===== src/rtl/wrlm_pkg.sv =====
// Shared constants and types for the windowed RMS level meter.
// Used by wrlm_divsqrt and windowed_rms_level_meter; depends on nothing.
`default_nettype none

package wrlm_pkg;

   localparam int SAMPLE_BITS_DEF = 10;
   localparam int COUNT_BITS_DEF  = 12;

   localparam int SUM_BITS      = 32;   // saturating sum of squares
   localparam int FRAC_BITS     = 16;   // sum is scaled by 2^16 before the divide
   localparam int MEAN_BITS     = SUM_BITS + FRAC_BITS;
   localparam int ROOT_BITS     = MEAN_BITS / 2;
   localparam int RMS_BITS      = 18;
   localparam int UNIT_BITS     = ROOT_BITS + 3;   // residual width of the shared subtractor
   localparam int STEP_BITS     = 6;
   localparam int DIV_STEPS     = MEAN_BITS;
   localparam int SQRT_STEPS    = ROOT_BITS;
   localparam int RSP_DATA_BITS = ((SUM_BITS + RMS_BITS + 7) / 8) * 8;

   localparam int DC_OFFSET_RESET_DEF = 512;
   localparam int WINDOW_RESET_DEF    = 2000;

   // Configuration register indexes.
   localparam logic CSR_DC_OFFSET     = 1'b0;
   localparam logic CSR_WINDOW_LENGTH = 1'b1;

   typedef struct packed {
      logic start;   // closing item: load sum and count, begin divide
      logic ack;     // result taken, return to idle
   } wrlm_ctl_type;

   typedef struct packed {
      logic busy;    // any phase other than idle
      logic done;    // result valid and held
   } wrlm_sts_type;

endpackage

`default_nettype wire


===== src/rtl/wrlm_divsqrt.sv =====
// Iterative mean and square-root unit: one shared subtractor does a restoring
// divide one quotient bit a cycle, then a square root one result bit a cycle. Uses wrlm_pkg.
`default_nettype none

module wrlm_divsqrt import wrlm_pkg::*; #(
   parameter int COUNT_BITS = COUNT_BITS_DEF
) (
   input  wire logic                  clock,
   input  wire logic                  reset,
   input  wire wrlm_ctl_type          ctl,
   input  wire logic [SUM_BITS-1:0]   sum,
   input  wire logic [COUNT_BITS:0]   count,
   output wrlm_sts_type               sts,
   output logic      [RMS_BITS-1:0]   rms
);

   typedef enum logic [3:0] {
      ST_IDLE = 4'b0001,
      ST_DIV  = 4'b0010,
      ST_SQRT = 4'b0100,
      ST_HOLD = 4'b1000
   } state_type;

   state_type             state_ff, state_in;
   logic [STEP_BITS-1:0]  step_ff, step_in;
   logic [MEAN_BITS-1:0]  rad_ff, rad_in;
   logic [UNIT_BITS-1:0]  rem_ff, rem_in;
   logic [ROOT_BITS-1:0]  root_ff, root_in;
   logic [COUNT_BITS:0]   div_ff, div_in;

   logic [UNIT_BITS-1:0]  op_a, op_b, rest;
   logic [UNIT_BITS:0]    diff;
   logic                  ge;

   // Shared subtract-and-compare.
   always_comb begin
      if (state_ff == ST_DIV) begin
         op_a = {rem_ff[UNIT_BITS-2:0], rad_ff[MEAN_BITS-1]};
         op_b = UNIT_BITS'(div_ff);
      end else begin
         op_a = {rem_ff[UNIT_BITS-3:0], rad_ff[MEAN_BITS-1 -: 2]};
         op_b = UNIT_BITS'({root_ff, 2'b01});
      end
      diff = {1'b0, op_a} - {1'b0, op_b};
      ge   = ~diff[UNIT_BITS];
      rest = ge ? diff[UNIT_BITS-1:0] : op_a;
   end

   always_comb begin
      state_in = state_ff;
      step_in  = step_ff;
      rad_in   = rad_ff;
      rem_in   = rem_ff;
      root_in  = root_ff;
      div_in   = div_ff;
      case (state_ff)
         ST_IDLE: begin
            if (ctl.start) begin
               state_in = ST_DIV;
               step_in  = '0;
               rad_in   = {sum, {FRAC_BITS{1'b0}}};
               rem_in   = '0;
               div_in   = count;
            end
         end
         ST_DIV: begin
            rem_in  = rest;
            rad_in  = {rad_ff[MEAN_BITS-2:0], ge};
            step_in = step_ff + 1'b1;
            if (step_ff == STEP_BITS'(DIV_STEPS - 1)) begin
               // The quotient now sits in the radicand register.
               state_in = ST_SQRT;
               step_in  = '0;
               rem_in   = '0;
               root_in  = '0;
            end
         end
         ST_SQRT: begin
            rem_in  = rest;
            rad_in  = {rad_ff[MEAN_BITS-3:0], 2'b00};
            root_in = {root_ff[ROOT_BITS-2:0], ge};
            step_in = step_ff + 1'b1;
            if (step_ff == STEP_BITS'(SQRT_STEPS - 1)) begin
               state_in = ST_HOLD;
            end
         end
         ST_HOLD: begin
            if (ctl.ack) begin
               state_in = ST_IDLE;
            end
         end
         default: begin
            state_in = ST_IDLE;
         end
      endcase
   end

   always_ff @(posedge clock) begin
      if (reset) begin
         state_ff <= ST_IDLE;
         step_ff  <= '0;
      end else begin
         state_ff <= state_in;
         step_ff  <= step_in;
      end
      rad_ff  <= rad_in;
      rem_ff  <= rem_in;
      root_ff <= root_in;
      div_ff  <= div_in;
   end

   assign sts.busy = (state_ff != ST_IDLE);
   assign sts.done = (state_ff == ST_HOLD);
   assign rms = (root_ff[ROOT_BITS-1:RMS_BITS] != '0) ? {RMS_BITS{1'b1}}
                                                       : root_ff[RMS_BITS-1:0];

endmodule

`default_nettype wire


===== src/rtl/windowed_rms_level_meter.sv =====
// Windowed RMS level meter: top level. Uses wrlm_pkg and wrlm_divsqrt.
// Throughput: one sample item per cycle while a window fills; the item that closes a window
// holds off further items through its accept, 48 divide and 24 root steps of the shared
// subtractor and the load of the result register, longer while an earlier result still waits.
// The result is valid once those steps and that load are through. Synchronous active-high
// reset restores dc_offset 512, window_length 2000, and clears sum, count and valid flags.
`default_nettype none

module windowed_rms_level_meter import wrlm_pkg::*; #(
   parameter  int SAMPLE_BITS = SAMPLE_BITS_DEF,
   parameter  int COUNT_BITS  = COUNT_BITS_DEF,
   localparam int REQ_BITS    = ((SAMPLE_BITS + 7) / 8) * 8,
   localparam int CSR_BITS    = (SAMPLE_BITS > COUNT_BITS) ? SAMPLE_BITS : COUNT_BITS
) (
   input  wire logic                      clock,
   input  wire logic                      reset,
   // Sample items.
   input  wire logic                      req_tvalid,
   output logic                           req_tready,
   input  wire logic [REQ_BITS-1:0]       req_tdata,   // sample
   // Result items.
   output logic                           rsp_tvalid,
   input  wire logic                      rsp_tready,
   output logic      [RSP_DATA_BITS-1:0]  rsp_tdata,   // squares_total, rms_q8
   // Configuration writes.
   input  wire logic                      csr_valid,
   output logic                           csr_ready,
   input  wire logic                      csr_index,
   input  wire logic [CSR_BITS-1:0]       csr_data
);

   localparam int SQ_BITS = 2 * SAMPLE_BITS;

   logic [SAMPLE_BITS-1:0]  dc_offset_ff, dc_offset_in;
   logic [COUNT_BITS-1:0]   window_ff, window_in;
   logic [SUM_BITS-1:0]     acc_ff, acc_in;
   logic [COUNT_BITS-1:0]   cnt_ff, cnt_in;
   logic                    busy_ff, busy_in;
   logic [SUM_BITS-1:0]     total_ff, total_in;
   logic                    rsp_valid_ff, rsp_valid_in;
   logic [SUM_BITS-1:0]     rsp_total_ff, rsp_total_in;
   logic [RMS_BITS-1:0]     rsp_rms_ff, rsp_rms_in;

   logic [SAMPLE_BITS-1:0]  sample, mag;
   logic [SQ_BITS-1:0]      square;
   logic [SUM_BITS:0]       sum_wide;
   logic [SUM_BITS-1:0]     sum_sat;
   logic [COUNT_BITS:0]     n_count, limit;
   logic                    accept, closing, load;

   wrlm_ctl_type            ctl;
   wrlm_sts_type            sts;
   logic [RMS_BITS-1:0]     unit_rms;

   // Accumulate path: remove offset, square, add with saturation.
   always_comb begin
      sample   = req_tdata[SAMPLE_BITS-1:0];
      mag      = (sample >= dc_offset_ff) ? (sample - dc_offset_ff) : (dc_offset_ff - sample);
      square   = mag * mag;
      sum_wide = {1'b0, acc_ff} + (SUM_BITS + 1)'(square);
      sum_sat  = sum_wide[SUM_BITS] ? {SUM_BITS{1'b1}} : sum_wide[SUM_BITS-1:0];
      n_count  = {1'b0, cnt_ff} + 1'b1;
      // A zero window length stands for the full count range.
      limit    = (window_ff == '0) ? {1'b1, {COUNT_BITS{1'b0}}} : {1'b0, window_ff};
      // Closing on >= also covers a window shortened below the current count.
      closing  = (n_count >= limit);
   end

   assign req_tready = ~busy_ff;
   assign accept     = req_tvalid & req_tready;
   assign csr_ready  = 1'b1;

   // The held result moves to the output register once that register is free.
   assign load      = sts.done & (~rsp_valid_ff | rsp_tready);
   assign ctl.start = accept & closing;
   assign ctl.ack   = load;

   wrlm_divsqrt #(
      .COUNT_BITS (COUNT_BITS)
   ) u_divsqrt (
      .clock (clock),
      .reset (reset),
      .ctl   (ctl),
      .sum   (sum_sat),
      .count (n_count),
      .sts   (sts),
      .rms   (unit_rms)
   );

   always_comb begin
      dc_offset_in = dc_offset_ff;
      window_in    = window_ff;
      if (csr_valid && csr_ready) begin
         case (csr_index)
            CSR_DC_OFFSET:     dc_offset_in = csr_data[SAMPLE_BITS-1:0];
            CSR_WINDOW_LENGTH: window_in    = csr_data[COUNT_BITS-1:0];
            default: begin
               dc_offset_in = dc_offset_ff;
            end
         endcase
      end

      acc_in   = acc_ff;
      cnt_in   = cnt_ff;
      busy_in  = busy_ff;
      total_in = total_ff;
      if (accept) begin
         if (closing) begin
            acc_in   = '0;
            cnt_in   = '0;
            busy_in  = 1'b1;
            total_in = sum_sat;
         end else begin
            acc_in = sum_sat;
            cnt_in = n_count[COUNT_BITS-1:0];
         end
      end

      rsp_valid_in = rsp_valid_ff;
      rsp_total_in = rsp_total_ff;
      rsp_rms_in   = rsp_rms_ff;
      if (load) begin
         busy_in      = 1'b0;
         rsp_valid_in = 1'b1;
         rsp_total_in = total_ff;
         rsp_rms_in   = unit_rms;
      end else if (rsp_tready) begin
         rsp_valid_in = 1'b0;
      end
   end

   always_ff @(posedge clock) begin
      if (reset) begin
         dc_offset_ff <= SAMPLE_BITS'(1 << (SAMPLE_BITS - 1));
         window_ff    <= COUNT_BITS'(WINDOW_RESET_DEF);
         acc_ff       <= '0;
         cnt_ff       <= '0;
         busy_ff      <= 1'b0;
         rsp_valid_ff <= 1'b0;
      end else begin
         dc_offset_ff <= dc_offset_in;
         window_ff    <= window_in;
         acc_ff       <= acc_in;
         cnt_ff       <= cnt_in;
         busy_ff      <= busy_in;
         rsp_valid_ff <= rsp_valid_in;
      end
      total_ff     <= total_in;
      rsp_total_ff <= rsp_total_in;
      rsp_rms_ff   <= rsp_rms_in;
   end

   assign rsp_tvalid = rsp_valid_ff;
   assign rsp_tdata  = RSP_DATA_BITS'({rsp_rms_ff, rsp_total_ff});

`ifndef SYNTHESIS
   // The root unit is never active unless a window close is pending.
   a_unit_idle: assert property (@(posedge clock) disable iff (reset)
      !busy_ff |-> !sts.busy)
      else $error("root unit active with no window close pending");

   // While a window close is pending the running sum and count stay cleared.
   a_cleared: assert property (@(posedge clock) disable iff (reset)
      busy_ff |-> (acc_ff == '0) && (cnt_ff == '0))
      else $error("accumulator not cleared during window close");

   // A new result only appears after a pending window close.
   a_rsp_source: assert property (@(posedge clock) disable iff (reset)
      $rose(rsp_tvalid) |-> $past(busy_ff))
      else $error("result item without a closed window");
`endif

endmodule

`default_nettype wire


===== config.mk =====
export PLATFORM = sky130hd
export DESIGN_NAME = windowed_rms_level_meter
export DESIGN_NICKNAME = d
export VERILOG_FILES = /design/src/rtl/wrlm_pkg.sv /design/src/rtl/wrlm_divsqrt.sv /design/src/rtl/windowed_rms_level_meter.sv
export SDC_FILE = /design/constraint.sdc
export NUM_CORES = 1
export LEC_CHECK = 0
export BUFFER_PORTS_ARGS = -buffer_cell sky130_fd_sc_hd__clkbuf_2
export CORE_ASPECT_RATIO = 0.5
export CORE_MARGIN = 2
export CORE_UTILIZATION = 35
export DETAILED_ROUTE_END_ITERATION = 10
export GPL_ROUTABILITY_DRIVEN = 0
export HOLD_SLACK_MARGIN = 0.12
export PLACE_DENSITY_LB_ADDON = 0.25
export SETUP_SLACK_MARGIN = 0.2
export SLEW_MARGIN = 20
export SYNTH_ARGS = -nofsm -noshare
export SYNTH_HDL_FRONTEND = slang
export SYNTH_SLANG_ARGS = --single-unit
export TNS_END_PERCENT = 20

===== constraint.sdc =====
create_clock -name clock -period 11.1 [get_ports clock]
set_input_delay 1.665 -clock clock [delete_from_list [all_inputs] [get_ports clock]]
set_output_delay 1.665 -clock clock [all_outputs]
set_load 0.05 [all_outputs]

==> results of run 1 <==
[layout make-up]
cell class	instances	area (um2)
fill	4824	29400
multi-input combinational	1233	9010
sequential	271	7360
tap	649	812
inverter	211	792
clock buffer	32	704
timing repair buffer	108	613
clock inverter	16	118
[how the worst max path moves through the flow]
stage	slack [ns]	cells past startpoint	end	start
after floorplan	1.49	33	u_divsqrt.rad_ff[41]$_DFFE_PP_	req_tdata[0]
after global placement	0.80	33	u_divsqrt.rad_ff[41]$_DFFE_PP_	req_tdata[0]
after detailed placement	0.73	33	u_divsqrt.rad_ff[41]$_DFFE_PP_	req_tdata[0]
after CTS	1.31	33	u_divsqrt.rad_ff[41]$_DFFE_PP_	req_tdata[0]
after global routing	0.82	33	u_divsqrt.rad_ff[41]$_DFFE_PP_	req_tdata[0]
final	1.32	33	u_divsqrt.rad_ff[41]$_DFFE_PP_	req_tdata[0]
[routing by layer]
metal / vias to the layer above / part of all wire (%) / track usage (%)
met5: - / 0 / 0
met4: 0 / 1.5 / 2.83
met3: 33 / 2.8 / 1.85
met2: 154 / 46 / 25.1
met1: 5985 / 50 / 20.5
li1: 6263 / - / -
[state kept, by name, summed over array words and instances, names as in the netlist]
| signal | count |
|---|---|
| cnt_ff | 12 |
| u_divsqrt.state_ff | 4 |
| u_divsqrt.rem_ff | 26 |
| rsp_rms_ff | 18 |
| rsp_total_ff | 32 |
| u_divsqrt.root_ff | 24 |
| total_ff | 32 |
| dc_offset_ff | 10 |
| window_ff | 12 |
| u_divsqrt.div_ff | 13 |
| u_divsqrt.rad_ff | 48 |
| u_divsqrt.step_ff | 6 |
| rsp_tvalid | 1 |
| acc_ff | 32 |
| busy_ff | 1 |
[metrics by stage]
step                hold WS (ns)  setup slack [ns]  area, um2
global route               0.427             0.816      19400
detailed placement         0.406             0.734      18600
CTS                        0.421              1.31      19400
global placement           0.402             0.804      18600
finish                     0.419              1.32      19400
floorplan                  0.400              1.49      17400
[layout by cell type (no fill, tap or decap), drive strengths merged, types with 9 or more instances in the layout]
cell type	instances
and2	29
a21o	34
a22o	23
a21oi	115
nand2b	23
o21ai	78
nand2	224
mux2i	40
nand3b	17
ha	117
inv	210
or2	28
fa	70
and3	19
edfxtp	193
nand3	23
o21a	10
nor3	18
clkinv	12
dfxtp	78
o21bai	10
buf	29
nor2b	14
nor2	132
nand4	9
a211oi	18
xnor2	43
xor2	28
a22oi	19
clkbuf	111
a221o	12
[kinds of logic after synthesis]
group / Yosys count / synth area share [%]
multiplexers: 41 / 2.36
XOR/XNOR: 71 / 3.61
other: 2 / 0.0431
flip-flops: 271 / 42.2
AO/OA/AOI/OAI: 369 / 13.8
AND/OR/NAND/NOR: 558 / 14.9
adder cells (fa/ha/maj): 187 / 16.5
buffers and inverters: 293 / 6.53
==> results.sh, run 1 <==
export IMPL_status="finished clean"
export IMPL_worst_slew_margin_rel_pct=28.8
export IMPL_ys_ff_latch=271
export IMPL_max_stage_delay_ns=0.54
export IMPL_cts_resized=0
export IMPL_syn_avg_cell_area_um2=9.72
export IMPL_yosys_top_cells_area="edfxtp_1 (33%), dfxtp_1 (9.0%), ha_1 (8.4%)"
export IMPL_nNetsFinal=2073
export IMPL_cp_start_kind="primary input"
export IMPL_overflow=0
export IMPL_clk_latency_ns=0.55
export IMPL_drv_cap=0
export IMPL_num_vias=12400
export IMPL_cts_buffers=27
export IMPL_num_rows=57
export IMPL_finalHoldViolations=0
export IMPL_path_buf_inv=7
export IMPL_instances_no_fill=2520
export IMPL_die_x_um=319
export IMPL_synthArstFlopShare_pct=0
export IMPL_post_drt_wl_per_cell_um=14.9
export IMPL_cts_sinks=271
export IMPL_final_antenna_net_count=0
export IMPL_period_minus_slack_ns=9.78
export IMPL_dp_cells=2472
export IMPL_critPathSlowestCell="fa_1"
export IMPL_antenna_found_initial=0
export IMPL_drtPass1Iterations=6
export IMPL_fin_setup_tns_ns=0
export IMPL_synth_most_common_cell="nand2_1"
export IMPL_drt_iter0_drc=799
export IMPL_cp_top_family="adder cells"
export IMPL_post_dp_hpwl_um=27500
export IMPL_synth_edf_count=193
export IMPL_diodes=0
export IMPL_floorplan_initialDensity_pct=35.7
export IMPL_yosysTopAreaCellShare_pct=33.3
export IMPL_fin_util_pct=39.7
export IMPL_synth_cell_types=71
export IMPL_grt_max_degree=73
export IMPL_drc=0
export IMPL_hold_end="rsp_total_ff[16]$_DFFE_PP_"
export IMPL_cts_htree_levels=1
export IMPL_rsz0062_at_grt="false"
export IMPL_pin_count=93
export IMPL_post_route_period_util_pct=88.1
export IMPL_finClkSkew_ns=0.0209
export IMPL_end_kind="register"
export IMPL_crit_required_ns=11.40
export IMPL_clock_fmax_ghz=0.102
export IMPL_yosysWarnings=0
export IMPL_finalMaxSlewViolations=0
export IMPL_syn_to_final_growth_pct=11.4
export IMPL_io_buffers=79
export IMPL_drive_above_1_share_pct=10.5
export IMPL_dieArea_mm2=0.0517
export IMPL_yosysSeqAreaShare_pct=42.2
export IMPL_core_mm2=0.0489
export IMPL_fp_dieH_um=162
export IMPL_synth_area_leader_cell="edfxtp_1"
export IMPL_yosys_top_cells_count="nand2_1 (224), inv_1 (208), edfxtp_1 (193), nor2_1 (132), ha_1 (117)"
export IMPL_hold_depth=0
export IMPL_clock_tree_buffer_depth=3
export IMPL_setup_viol=0
export IMPL_r2r_start="dc_offset_ff[0]$_SDFFE_PP0P_"
export IMPL_path_clk_slew_ns=0.06
export IMPL_viasPerCell=4.93
export IMPL_cts_tree="built"
export IMPL_worst_path_max_fanout=10
export IMPL_worstSetupPathType="primary input to register"
export IMPL_grt_pass1_wl_um=63300
export IMPL_worst_hold_startpoint="total_ff[16]$_DFFE_PP_"
export IMPL_cp_arrival_ns=10.08
export IMPL_hold_class="register to register"
export IMPL_postCtsSetupRepairBufs=0
export IMPL_r2r_slack_ns=2.19
export IMPL_tightest_slew_ns=1.07
export IMPL_synthCells=1792
export IMPL_rr_endpoint="u_divsqrt.rad_ff[41]$_DFFE_PP_"
export IMPL_r2r_cells=31
export IMPL_synthFlopType="edfxtp_1"
export IMPL_root_buffer="clkbuf_16"
export IMPL_netlist_area_mm2=0.0174
export IMPL_grtUsageTotal_pct=14.8
export IMPL_routed_wl_um=37600
export IMPL_grt_pass1_vias=12400
export IMPL_hold_buffers=0
Power of run 1 is not shown: default switching activity piles up to over one toggle a cycle in this logic, so the estimate is an artifact.
==> inputs of run 2 (changes only) <==
Settings changed: ABC_AREA from default to 1, RECOVER_POWER from default to 50.
==> run 2 against run 1 <==
The flow now finishes with violations (max-capacitance violations, max-slew violations). Flip-flop and latch count is the same. Setup slack gained 0.90 ns. Clock skew grew 0.0039 ns. Largest cell class unchanged. Global-route usage grew 1.5 points. Critical path depth grew 2. Count of clock-buffer cells in the layout grew 5. Synthesized cell count grew 31%. Critical path type unchanged.
==> results.sh, run 2 <==
export IMPL_r2r_start="dc_offset_ff[0]$_SDFFE_PP0P_"
export IMPL_cts_htree_levels=1
export IMPL_drc=0
export IMPL_final_antenna_net_count=0
export IMPL_grt_pass1_vias=14400
export IMPL_post_dp_hpwl_um=33000
export IMPL_synth_area_leader_cell="edfxtp_1"
export IMPL_num_vias=14600
export IMPL_hold_buffers=0
export IMPL_rsz0062_at_grt="false"
export IMPL_synthArstFlopShare_pct=0
export IMPL_antenna_found_initial=0
export IMPL_grt_pass1_wl_um=73800
export IMPL_die_x_um=331
export IMPL_post_route_period_util_pct=79.9
export IMPL_final_common_cell="nand2_1"
export IMPL_drive_above_1_share_pct=5.19
export IMPL_clock_fmax_ghz=0.113
export IMPL_root_buffer="clkbuf_16"
export IMPL_floorplan_initialDensity_pct=35.7
export IMPL_yosys_top_cells_area="edfxtp_1 (31%), nand2_1 (12%), inv_1 (8.9%)"
export IMPL_synth_most_common_cell="nand2_1"
export IMPL_worstSetupPathType="primary input to register"
export IMPL_fp_dieH_um=167
export IMPL_grtUsageTotal_pct=16.3
export IMPL_wl_met2_um=20100
export IMPL_num_rows=59
export IMPL_io_buffers=79
export IMPL_drt_iter0_drc=831
export IMPL_post_drt_wl_per_cell_um=14.2
export IMPL_worst_hold_startpoint="total_ff[13]$_DFFE_PP_"
export IMPL_postCtsSetupRepairBufs=0
export IMPL_rr_endpoint="u_divsqrt.rad_ff[26]$_DFFE_PP_"
export IMPL_synthCells=2348
export IMPL_finalHoldViolations=0
export IMPL_path_common_cell="nand2_1"
export IMPL_ys_ff_latch=271
export IMPL_pin_count=93
export IMPL_grt_max_degree=72
export IMPL_synthFlopType="edfxtp_1"
export IMPL_nNetsFinal=2625
export IMPL_drtPass1Iterations=5
export IMPL_syn_avg_cell_area_um2=7.96
export IMPL_routed_wl_um=44300
export IMPL_drv_cap=5
export IMPL_max_stage_delay_ns=0.72
export IMPL_yosys_top_cells_count="nand2_1 (622), inv_1 (444), nor2_1 (202), edfxtp_1 (193), a21oi_1 (127)"
export IMPL_yosysSeqAreaShare_pct=39.4
export IMPL_cp_arrival_ns=9.04
export IMPL_cts_sinks=271
export IMPL_instances_no_fill=3127
export IMPL_violations="max-capacitance violations, max-slew violations"
export IMPL_setup_viol=0
export IMPL_syn_to_final_growth_pct=10.2
export IMPL_wl_met1_um=21800
export IMPL_mostFrequentLayoutCells="nand2_1 (622), inv_1 (443), nor2_1 (200)"
export IMPL_finalMaxSlewViolations=241
export IMPL_dieArea_mm2=0.0553
export IMPL_cp_top_family="adder cells"
export IMPL_period_minus_slack_ns=8.87
export IMPL_synth_cell_types=52
export IMPL_core_mm2=0.0523
export IMPL_clk_latency_ns=0.57
export IMPL_end_kind="register"
export IMPL_yosysTopAreaCellShare_pct=31.0
export IMPL_finClkSkew_ns=0.0248
export IMPL_netlist_area_mm2=0.0187
export IMPL_diodes=0
export IMPL_tightest_slew_ns=2.86
export IMPL_status="complete, but fails checks"
export IMPL_largest_reg_flops=48
export IMPL_clock_tree_buffer_depth=3
export IMPL_overflow=0
export IMPL_r2r_cells=33
export IMPL_path_buf_inv=10
export IMPL_worst_slew_margin_rel_pct=-90.6
export IMPL_fin_setup_tns_ns=0
export IMPL_r2r_slack_ns=3.15
export IMPL_yosysWarnings=0
export IMPL_viasPerCell=4.66
export IMPL_wl_met3_um=1600
export IMPL_hold_class="register to register"
export IMPL_critPathSlowestCell="nand2_1"
export IMPL_worst_path_max_fanout=25
export IMPL_synth_edf_count=193
export IMPL_maxUsedRoutingLayer="met4"
export IMPL_fin_util_pct=39.3
export IMPL_path_clk_slew_ns=0.07
export IMPL_hold_depth=0
export IMPL_cp_start_kind="primary input"
export IMPL_cts_buffers=28
export IMPL_dp_cells=3075
export IMPL_cts_tree="built"
export IMPL_top_register="u_divsqrt.rad_ff"
export IMPL_cts_resized=0
export IMPL_crit_required_ns=11.27
export IMPL_hold_end="rsp_total_ff[13]$_DFFE_PP_"
run 2: changes by cell type after synthesis, moves of 18 or more:
cell | before | now
a21o_1 | 34 | 2
a22o_1 | 23 | 0
and2_1 | 29 | 3
clkbuf_1 | 66 | 35
inv_1 | 208 | 444
mux2i_1 | 40 | 1
nand2_1 | 224 | 622
nand2b_1 | 23 | 0
nand3_1 | 23 | 107
nor2_1 | 132 | 202
or2_2 | 23 | 5
xnor2_1 | 43 | 6
xor2_1 | 27 | 52
run 2: routing by layer:
metal / vias to the layer above / track usage (%)
li1: 7561 / -
met1: 6760 / 23.0
met2: 200 / 27.0
met3: 48 / 2.06
met4: 0 / 3.11
met5: - / 0
run 2: through the flow:
step                worst slack [ns]  hold WS, ns  instance area (um2)
CTS                             2.25        0.390                20700
finish                          2.23        0.397                20600
floorplan                       3.44        0.400                18700
global route                    1.52        0.418                20600
global placement                1.67        0.402                19700
detailed placement              1.64        0.405                19700
run 2: final cells by class:
class | instances | area, um2
clock buffers | 37 | 766
clock inverters | 15 | 200
fillers | 5390 | 31800
inverters | 450 | 1690
multi-input cells | 1561 | 9280
flip-flops and latches | 271 | 7360
well taps | 701 | 877
repair buffers | 92 | 405
run 2: logic make-up (layout without fill, tap and decap cells):
kind of cell             count (synthesis)  in the layout  share of synthesized area (%)
AO/OA/AOI/OAI                          268            268                           8.02
flip-flops                             271            271                           39.4
buffers and inverters                  521            594                           11.0
AND/OR/NAND/NOR                       1040           1040                           23.4
adder cells (fa/ha/maj)                187            187                           15.3
XOR/XNOR                                58             58                           2.72
other                                    2              7                         0.0402
multiplexers                             1              1                         0.0536
run 2: worst max path at each step:
stage               slack (ns)                             end  cells past startpoint         start
finish                    2.23  u_divsqrt.rad_ff[26]$_DFFE_PP_                     35  req_tdata[0]
global route              1.52  u_divsqrt.rad_ff[28]$_DFFE_PP_                     35  req_tdata[0]
CTS                       2.25  u_divsqrt.rad_ff[37]$_DFFE_PP_                     35  req_tdata[0]
detailed placement        1.64  u_divsqrt.rad_ff[32]$_DFFE_PP_                     35  req_tdata[0]
global placement          1.67  u_divsqrt.rad_ff[37]$_DFFE_PP_                     35  req_tdata[0]
floorplan                 3.44  u_divsqrt.rad_ff[30]$_DFFE_PP_                     34  req_tdata[0]
Power of run 2 is left out for the same reason.
==> inputs of run 3 (changes only) <==
Settings changed: ABC_AREA 1 to 0.
Clock period 11.1 ns to 7.6 ns, I/O delays scaled along.
==> run 3 against run 2 <==
The flow finishes with violations (max-capacitance violations, max-slew violations, negative setup slack). Utilization increased by 5.0 points. Flip-flop and latch count unchanged. Sequential share of layout area is 1.8 points lower. Register-to-register slack lost 3.5 ns. Global-route usage down 0.42 points. Clock skew shrank 0.013 ns. Count of clock-buffer cells in the layout fell by 3. Critical endpoint is now u_divsqrt.rad_ff[32]$_DFFE_PP_.
==> results.sh, run 3 (synthesized netlist as in run 1, its figures left out) <==
export IMPL_crit_required_ns=7.91
export IMPL_worst_slew_margin_rel_pct=-105
export IMPL_drt_iter0_drc=754
export IMPL_drive_above_1_share_pct=21.6
export IMPL_worst_path_max_fanout=7
export IMPL_cts_buffers=27
export IMPL_layout_setup_ws_ns=-0.625
export IMPL_diodes=0
export IMPL_fillerInstances=4702
export IMPL_finalHoldViolations=0
export IMPL_worst_hold_startpoint="total_ff[3]$_DFFE_PP_"
export IMPL_pin_count=93
export IMPL_syn_to_final_growth_pct=24.4
export IMPL_grt_max_degree=73
export IMPL_rsz0062_at_grt="true"
export IMPL_num_rows=57
export IMPL_r2r_cells=31
export IMPL_hold_depth=0
export IMPL_drv_cap=3
export IMPL_root_buffer="clkbuf_16"
export IMPL_holdWs_ns=0.419
export IMPL_grtUsageTotal_pct=15.9
export IMPL_overflow=0
export IMPL_mostFrequentLayoutCells="nand2_1 (217), inv_1 (197), edfxtp_1 (193)"
export IMPL_cts_tree="built"
export IMPL_final_common_cell="nand2_1"
export IMPL_tightest_slew_ns=3.08
export IMPL_fp_dieH_um=162
export IMPL_post_route_period_util_pct=108
export IMPL_final_antenna_net_count=0
export IMPL_cp_start_kind="primary input"
export IMPL_antenna_found_initial=0
export IMPL_clock_tree_buffer_depth=3
export IMPL_setup_viol=96
export IMPL_post_drt_wl_per_cell_um=15.3
export IMPL_max_stage_delay_ns=0.54
export IMPL_path_clk_slew_ns=0.07
export IMPL_dieArea_mm2=0.0517
export IMPL_rr_endpoint="u_divsqrt.rad_ff[32]$_DFFE_PP_"
export IMPL_cts_htree_levels=1
export IMPL_startpoint="req_tdata[0]"
export IMPL_end_kind="register"
export IMPL_fin_area_mm2=0.0217
export IMPL_fin_setup_tns_ns=-43.70
export IMPL_viasPerCell=4.85
export IMPL_top_register="u_divsqrt.rad_ff"
export IMPL_critPathSlowestCell="fa_1"
export IMPL_num_vias=13200
export IMPL_hold_class="register to register"
export IMPL_nNetsFinal=2264
export IMPL_grt_pass1_wl_um=67700
export IMPL_finalMaxSlewViolations=153
export IMPL_violations="max-capacitance violations, max-slew violations, negative setup slack"
export IMPL_period_minus_slack_ns=8.23
export IMPL_r2r_start="dc_offset_ff[0]$_SDFFE_PP0P_"
export IMPL_drc=0
export IMPL_finClkSkew_ns=0.0122
export IMPL_clock_fmax_ghz=0.122
export IMPL_grt_pass1_vias=13200
export IMPL_status="complete, but fails checks"
export IMPL_clk_latency_ns=0.56
export IMPL_floorplan_initialDensity_pct=35.7
export IMPL_core_mm2=0.0489
export IMPL_hold_end="rsp_total_ff[3]$_DFFE_PP_"
export IMPL_cp_arrival_ns=8.53
export IMPL_die_x_um=319
export IMPL_routed_wl_um=41600
export IMPL_worstSetupPathType="primary input to register"
export IMPL_fin_util_pct=44.3
export IMPL_place_area_mm2=0.0202
export IMPL_io_buffers=79
export IMPL_cts_sinks=271
export IMPL_largest_reg_flops=48
export IMPL_r2r_slack_ns=-0.33
export IMPL_drtPass1Iterations=5
export IMPL_path_common_cell="fa_1"
export IMPL_post_dp_hpwl_um=29700
run 3: worst max path at each step:
| stage | slack [ns] | end | cells past startpoint |
|---|---|---|---|
| finish | -0.63 | u_divsqrt.rad_ff[32]$_DFFE_PP_ | 33 |
| global route | -0.92 | u_divsqrt.rad_ff[43]$_DFFE_PP_ | 36 |
| CTS | -0.55 | u_divsqrt.rad_ff[41]$_DFFE_PP_ | 36 |
| detailed placement | -1.38 | u_divsqrt.rad_ff[41]$_DFFE_PP_ | 35 |
| global placement | -1.24 | u_divsqrt.rad_ff[41]$_DFFE_PP_ | 35 |
| floorplan | -1.0 | u_divsqrt.rad_ff[44]$_DFFE_PP_ | 29 |
run 3: worst max-delay path: cells and delay by family:
kind                       cells  cell delay [ns]
muxes                          1             0.22
xor gates and xnor gates       1             0.22
AOI/OAI and AO/OA             10             2.53
and+or+nand+nor                3             0.39
buffers and inverters         10             0.93
adders and majority gates      8             3.08
run 3: cell type report:
class | instances | area, um2 | area share (%)
sequential | 271 | 7360 | 34.0
clock buffer | 34 | 712 | 3.29
inverter | 211 | 807 | 3.73
multi-input combinational | 1233 | 9690 | 44.7
timing repair buffer | 299 | 2200 | 10.2
clock inverter | 15 | 87.6 | 0.404
tap | 649 | 812 | 3.75
run 3: per-layer routing:
metal / GRT usage (%) / vias up / wire length [um]
met5: 0 / - / 0
met4: 2.92 / 0 / 502
met3: 1.93 / 31 / 1100
met2: 26.6 / 147 / 19100
met1: 22.4 / 6330 / 20900
li1: - / 6642 / -
run 3: timing repair:
action	in CTS	in global routing
cloned	1	2
buffers inserted	6	14
pin swaps	26	29
setup endpoints to repair	96	96
resized for setup	62	60
hold buffers	0	0
run 3: through the flow:
step                      instances  setup WS (ns)
after global routing           2712         -0.916
final                          2712         -0.625
after CTS                      2696         -0.548
after floorplan                1797         -0.998
after global placement         2640          -1.24
after detailed placement       2640          -1.38
Power of run 3 is left out for the same reason.
